### config.mk
export PLATFORM = sky130hd
export DESIGN_NAME = priority_fifo_ready_queue_top
export DESIGN_NICKNAME = d
export VERILOG_FILES = /design/src/design/pfq_pkg.sv /design/src/design/priority_fifo_ready_queue_top.sv /design/src/design/pfq_cell.sv
export SDC_FILE = /design/constraint.sdc
export NUM_CORES = 1
export LEC_CHECK = 0
export ABC_AREA = 1
export BUFFER_PORTS_ARGS = -buffer_cell sky130_fd_sc_hd__buf_4
export CORE_MARGIN = 10
export CORE_UTILIZATION = 40
export DETAILED_ROUTE_END_ITERATION = 16
export PLACE_DENSITY = 0.57
export SYNTH_ARGS = -nofsm -noshare
export SYNTH_HDL_FRONTEND = slang
export SYNTH_HIERARCHICAL = 1
export SYNTH_SLANG_ARGS = --single-unit
### constraint.sdc
create_clock -name clk -period 5.4 [get_ports clk]
set_clock_uncertainty 0.2 [all_clocks]
set_input_delay 0 -clock clk [delete_from_list [all_inputs] [get_ports clk]]
set_output_delay 0 -clock clk [all_outputs]
set_load 0.02 [all_outputs]
### src/design/pfq_pkg.sv
// ----------------------------------------------------------------------------
// pfq_pkg: shared types and codes for the priority ready queue
// Field widths, status codes and the link and command structs that pass
// between the queue cells and the top level.
// ----------------------------------------------------------------------------
package pfq_pkg;

  localparam int PID_W  = 8;
  localparam int PRIO_W = 3;
  localparam int ST_W   = 2;

  localparam logic       REQ_PUSH = 1'b0;
  localparam logic       REQ_POP  = 1'b1;

  localparam logic [ST_W-1:0] ST_OK    = 2'd0;
  localparam logic [ST_W-1:0] ST_EMPTY = 2'd1;
  localparam logic [ST_W-1:0] ST_FULL  = 2'd2;

  typedef struct packed {
    logic              vld;
    logic              gt;
    logic [PID_W-1:0]  pid;
    logic [PRIO_W-1:0] prio;
  } pfq_link_t;

  typedef struct packed {
    logic              push;
    logic              pop;
    logic [PID_W-1:0]  pid;
    logic [PRIO_W-1:0] prio;
  } pfq_cmd_t;

endpackage

### src/design/priority_fifo_ready_queue_top.sv
// ----------------------------------------------------------------------------
// priority_fifo_ready_queue_top: priority ready queue, FIFO within a level
// A row of cells kept in order of priority, then age. Push inserts behind
// all entries of equal or better priority; pop removes the head cell.
//
//   Channel  | Handshake      | Ports
//   ---------+----------------+-------------------------------------
//   request  | start & !busy  | in_req_type, in_pid, in_prio
//   result   | out_valid      | out_popped_pid, out_status
//
// A request is taken when start is high and busy is low; its result shows
// in the next cycle for a single cycle, during which busy is high, so no
// request is taken while a result shows. Reset empties the queue at once.
// The receiver cannot stall; a result is never held back.
// ----------------------------------------------------------------------------
module priority_fifo_ready_queue_top
  import pfq_pkg::*;
#(
  parameter int CAPACITY        = 16,
  parameter int LOWEST_PRIORITY = 4
) (
  input  logic              clk,
  input  logic              rst_n,
  input  logic              start,
  output logic              busy,
  input  logic              in_req_type,
  input  logic [PID_W-1:0]  in_pid,
  input  logic [PRIO_W-1:0] in_prio,
  output logic              out_valid,
  output logic [PID_W-1:0]  out_popped_pid,
  output logic [ST_W-1:0]   out_status
);

  localparam int CMP_W = PRIO_W + 2;

  pfq_link_t         link [CAPACITY];
  pfq_link_t         head_link;
  pfq_link_t         tail_link;
  pfq_cmd_t          cmd;
  logic              accept;
  logic              full;
  logic              empty;
  logic [PRIO_W-1:0] prio_sat;

  logic              busy_r, busy_nxt;
  logic [PID_W-1:0]  pid_r, pid_nxt;
  logic [ST_W-1:0]   st_r, st_nxt;

  assign accept = start && !busy_r;
  assign full   = link[CAPACITY-1].vld;
  assign empty  = !link[0].vld;

  assign prio_sat = ({2'b00, in_prio} > CMP_W'(LOWEST_PRIORITY)) ?
                    PRIO_W'(LOWEST_PRIORITY) : in_prio;

  assign cmd = '{push: accept && (in_req_type == REQ_PUSH) && !full,
                 pop:  accept && (in_req_type == REQ_POP) && !empty,
                 pid:  in_pid,
                 prio: prio_sat};

  assign head_link = '{vld: 1'b1, gt: 1'b0, pid: '0, prio: '0};
  assign tail_link = '{vld: 1'b0, gt: 1'b0, pid: '0, prio: '0};

  for (genvar i = 0; i < CAPACITY; i++) begin : g_cell
    pfq_cell u_cell (
      .clk      (clk),
      .rst_n    (rst_n),
      .cmd      (cmd),
      .left_in  ((i == 0) ? head_link : link[(i == 0) ? 0 : i-1]),
      .right_in ((i == CAPACITY-1) ? tail_link : link[(i == CAPACITY-1) ? i : i+1]),
      .link_out (link[i])
    );
  end

  always_comb begin
    busy_nxt = accept;
    pid_nxt  = '0;
    st_nxt   = ST_OK;
    if (accept) begin
      if (in_req_type == REQ_PUSH) begin
        if (full) begin
          st_nxt = ST_FULL;
        end
      end else if (empty) begin
        st_nxt = ST_EMPTY;
      end else begin
        pid_nxt = link[0].pid;
      end
    end
  end

  always_ff @(posedge clk) begin
    if (!rst_n) begin
      busy_r <= 1'b0;
    end else begin
      busy_r <= busy_nxt;
    end
    pid_r <= pid_nxt;
    st_r  <= st_nxt;
  end

  assign busy           = busy_r;
  assign out_valid      = busy_r;
  assign out_popped_pid = pid_r;
  assign out_status     = st_r;

endmodule

### src/design/pfq_cell.sv
// ----------------------------------------------------------------------------
// pfq_cell: one slot of the sorted ready queue
// Holds one entry. On push, shifts right when its neighbor shifts or takes
// the new entry at the first slot ranked after it; on pop, takes the entry
// from its right neighbor.
// ----------------------------------------------------------------------------
module pfq_cell
  import pfq_pkg::*;
(
  input  logic      clk,
  input  logic      rst_n,
  input  pfq_cmd_t  cmd,
  input  pfq_link_t left_in,
  input  pfq_link_t right_in,
  output pfq_link_t link_out
);

  logic              vld_r, vld_nxt;
  logic [PID_W-1:0]  pid_r, pid_nxt;
  logic [PRIO_W-1:0] prio_r, prio_nxt;
  logic              gt;

  assign gt = vld_r && (prio_r > cmd.prio);

  always_comb begin
    vld_nxt  = vld_r;
    pid_nxt  = pid_r;
    prio_nxt = prio_r;
    if (cmd.push) begin
      if (left_in.gt) begin
        vld_nxt  = 1'b1;
        pid_nxt  = left_in.pid;
        prio_nxt = left_in.prio;
      end else if (left_in.vld && (gt || !vld_r)) begin
        vld_nxt  = 1'b1;
        pid_nxt  = cmd.pid;
        prio_nxt = cmd.prio;
      end
    end else if (cmd.pop) begin
      vld_nxt  = right_in.vld;
      pid_nxt  = right_in.pid;
      prio_nxt = right_in.prio;
    end
  end

  always_ff @(posedge clk) begin
    if (!rst_n) begin
      vld_r <= 1'b0;
    end else begin
      vld_r <= vld_nxt;
    end
    pid_r  <= pid_nxt;
    prio_r <= prio_nxt;
  end

  assign link_out = '{vld: vld_r, gt: gt, pid: pid_r, prio: prio_r};

endmodule

# --- After elaboration in Yosys (flattened, before gate mapping) ---
# Cells that the tools add are included.
totals:
  register_bits: 203
  in_bits: 15
  wordCells: 365
classes:
  muxes: 193
  n_reduce_logical: 87
  n_lt_le_gt_ge: 17
  n_bitwise: 1
  eq_ne: 16
op_table:
  columns: ["cell", "count"]
  rows:
  - ["$mux W8", 63]
  - ["$mux W3", 64]
  - ["$mux W1", 64]
  - ["$gt A3 B3 Y1", 16]
  - ["$ne A3 B1 Y1 const B", 15]
  - ["$logic_and A1 B1 Y1", 36]
  - ["$reduce_and A2 Y1", 16]
  - ["$logic_not A1 Y1", 17]
  - ["$logic_or A1 B1 Y1", 16]
  - ["$mux W2", 2]
  - ["$gt A3 B3 Y1 const B", 1]
  - ["$reduce_and A3 Y1", 1]
  - ["$ne A2 B1 Y1 const B", 1]
  - ["$reduce_bool A2 Y1", 1]
  - ["$not A1 Y1", 1]

# --- Longest topological paths before layout ---
logic_depth:
  ltp_word: 9
  depth_mapped: 15
  mapped_depth_nobuf: 14

# --- Hierarchy ---
# Netlist, hierarchy kept.
modules_own_cells:
  columns: ["module", "seq_area_each_um2", "area_each_um2", "cells_each", "n_inst"]
  rows:
  - ["pfq_cell (g_cell[0].u_cell ...)", 350.3, 733.2, 90, 10]
  - ["pfq_cell (g_cell[4].u_cell ...)", 350.3, 748.2, 90, 6]
  - ["priority_fifo_ready_queue_top", 220.2, 396.6, 50, 1]

# --- Worst setup path after synthesis ---
# OpenSTA, ideal clock, no wires.
synth_timing:
  path_kind: "reg-to-reg"
  from: "reg busy_r (netlist: busy)"
  to: "reg g_cell[4].u_cell.pid_r[0], enable pin"
  synth_period_minus_slack_ps: 5946
  path_stages_with_launch: 8
  t_arrival_ps: 5420
  path_slack_ps: -546
  path_buffers: 1
  cell_sequence: "dfxtp_1 inv_1 nand2_2 buf_6 nor3_1 inv_1 nor2_8 a21oi_1"
synth_rtl:
  columns: ["element", "line", "rtl"]
  rows:
  - ["start: declaration", "priority_fifo_ready_queue_top.sv:45", "logic busy_r, busy_nxt;"]
  - ["start signal: assignment", "priority_fifo_ready_queue_top.sv:96", "busy_r <= busy_nxt;"]
  - ["end signal: assignment", "pfq_cell.sv:52", "pid_r <= pid_nxt;"]
  - ["end: declaration", "pfq_cell.sv:19", "logic [PID_W-1:0] pid_r, pid_nxt;"]

==> reports/qor.csv <==
metric;value;unit
run status;finished clean;
setup TNS;0;ns
minimum clock period;3.99;ns
Rel. slew slack;0.220;
Die Area;37900;sq um
Core Area;29900;sq um
Pleak;5.50;nW
Slew @ Worst Pin;1.17;ns
Initial Util;0.408;
Residual DRC;0;
Cell Area, Placed;12600;sq um
Buffers on Ports;26;
combinational share of power;0.147;
Syn Area/Cell;8.21;sq um
total CTS buffers;25;
DRT antenna net count;0;
clk root buf;clkbuf_16;
total power;4.25;mW
startpoint type of the worst setup path;input port;
antenna violations before repair;0;
TritonCTS clock tree;yes;
yosys warns;6;
wire per inst;17.0;um
Cells after Synth;1487;
Final Hold Slack;0.0260;ns
Cell Pwr Density;314;nW/um^2
RSZ-0062 raised after global routing;false;
Critical path buffers and inverters;4;
Max VDD drop;0.224;mV
Placed Cells;1849;
sequential cell area;5830;sq um
clock sinks;203;
Via-to-Cell Ratio;5.14;
worst skew pair latency;0.53;ns
nets;1562;
CP Class;input port to flop;
fmax;251;MHz
Net Sw Frac;0.276;
clk slew on worst S/H paths;0.06;ns
Hold Fails Final Rpt;0;
Die Y;195;um
vias in the first global route;9387;
critical-path maximum fanout;33;
starting DRC count in detailed routing;838;
die width;195;um
most frequent cells in the layout;243 x nor2_1, 240 x nand2_1, 192 x o21ai_0;
Filler Cells Inserted;2976;
fin crit share;0.738;
synthesized cell area;12200;sq um
P_int;3.07;mW
Total GRT Usage;0.166;
Antenna Cells;0;
PostCTS Resize Cnt;0;
clock network power share;0.395;
CTS H-tree lvls;1;
slowest stage delay, CP;0.83;ns
global route overflow;0;
dpl hpwl;22900;um
critical-path cell list;dlygate4sd3_1, buf_4, inv_1, nor2_1, nor2_2, inv_1, ha_1, nand3_1, nand2_1, nand2_1, nor2_1, nor2_8, a21oi_1;
Vias;9813;
drt first pass iters;5;
# setup viols final;0;
worst endpoint data arrival time;3.92;ns
area of the multi-input gates;5390;sq um
Seq pwr share;0.459;
I/O pin cnt;27;
Min-Delay Path Class;input port to flop;
FP Rows;63;
Max-Cap Viols;0;
largest net degree at the start of global routing;115;
layout overhead on the synthesized area;11.0;%
CP max stage cell;a21oi_1;
P_sw;1.17;mW
Crit path max-delay family;simple AND/OR/NAND/NOR gates;
CP endpoint kind;flop;
Finished Layout Cells;1908;
first-pass GRT wire length;51800;um
GP Congestion;0.823;
FF-to-FF setup slack;2.15;ns
CP Data Required Time;5.33;ns
final instance area;13500;sq um
final slew viol count;0;
CTS Buffer Depth;3;
layout cells sized above 1;0.116;
Routed WL;32400;um
most common cell after layout, fill and taps aside;nor2_1;
==> state kept, by name, summed over array words and instances (netlist names) <==
register / cells
g_cell.u_cell/pid_r: 128
g_cell.u_cell/prio_r: 48
g_cell.u_cell/vld_r: 16
out_popped_pid: 8
out_status: 2
busy: 1
==> worst paths after layout <==
check	cells past startpoint	start	endpoint
hold / removal	5	in_prio[1]	g_cell[13].u_cell/prio_r[1]$_DFFE_PP_
setup reg to reg	5	g_cell[0].u_cell/vld_r$_SDFFE_PN0P_	g_cell[7].u_cell/pid_r[6]$_DFFE_PP_
setup / recovery	13	in_prio[2]	g_cell[8].u_cell/pid_r[4]$_DFFE_PP_
hold reg to reg	2	g_cell[0].u_cell/pid_r[3]$_DFFE_PP_	out_popped_pid[3]$_SDFF_PN0_
==> power groups by stage <==
stage	combinational [mW]	sequential [mW]	clock (mW)
2_1_floorplan	0.494	1.93	0
3_3_place_gp	0.598	1.98	0
3_5_place_dp	0.611	1.98	0
4_1_cts	0.621	1.95	1.71
5_1_grt	0.715	1.96	1.76
6_report	0.622	1.95	1.68
==> through the flow <==
stage / setup WS, ns / util
floorplan: 1.28 / -
global route: 1.00 / 0.453
finish: 1.41 / 0.453
global placement: 1.50 / 0.421
CTS: 1.39 / 0.453
detailed placement: 1.41 / 0.421
==> final cells by class <==
| cell class | count | share of cell area |
|---|---|---|
| clock buffer | 40 | 0.0565 |
| inverter | 141 | 0.0391 |
| clock inverter | 6 | 0.00453 |
| timing repair buffer | 57 | 0.0359 |
| multi-input combinational | 1071 | 0.398 |
| tap | 390 | 0.0360 |
| sequential | 203 | 0.430 |
==> timing repair <==
item | 4_1_cts | 5_1_grt
buffers inserted | 0 | 0
hold buffers | 13 | 0
endpoints found under the hold margin | 179 | 0
==> worst min-delay path, delay by kind of cell <==
family	cells	cell delay, ns
buffers and inverters	2	0.16
AOI/OAI and AO/OA	2	0.26
and+or+nand+nor	1	0.16
==> routing by layer <==
layer  track usage  wire length [um]  vias to the layer above  share of wire
met2         0.256             14200                      285           0.44
met5             0                 0                        -              0
met3        0.0241              1980                       37          0.061
met4        0.0346               569                        0          0.018
li1              -                 -                     4948              -
met1         0.240             15700                     4543           0.48
Note: power is estimated with default switching activity, not from simulation.
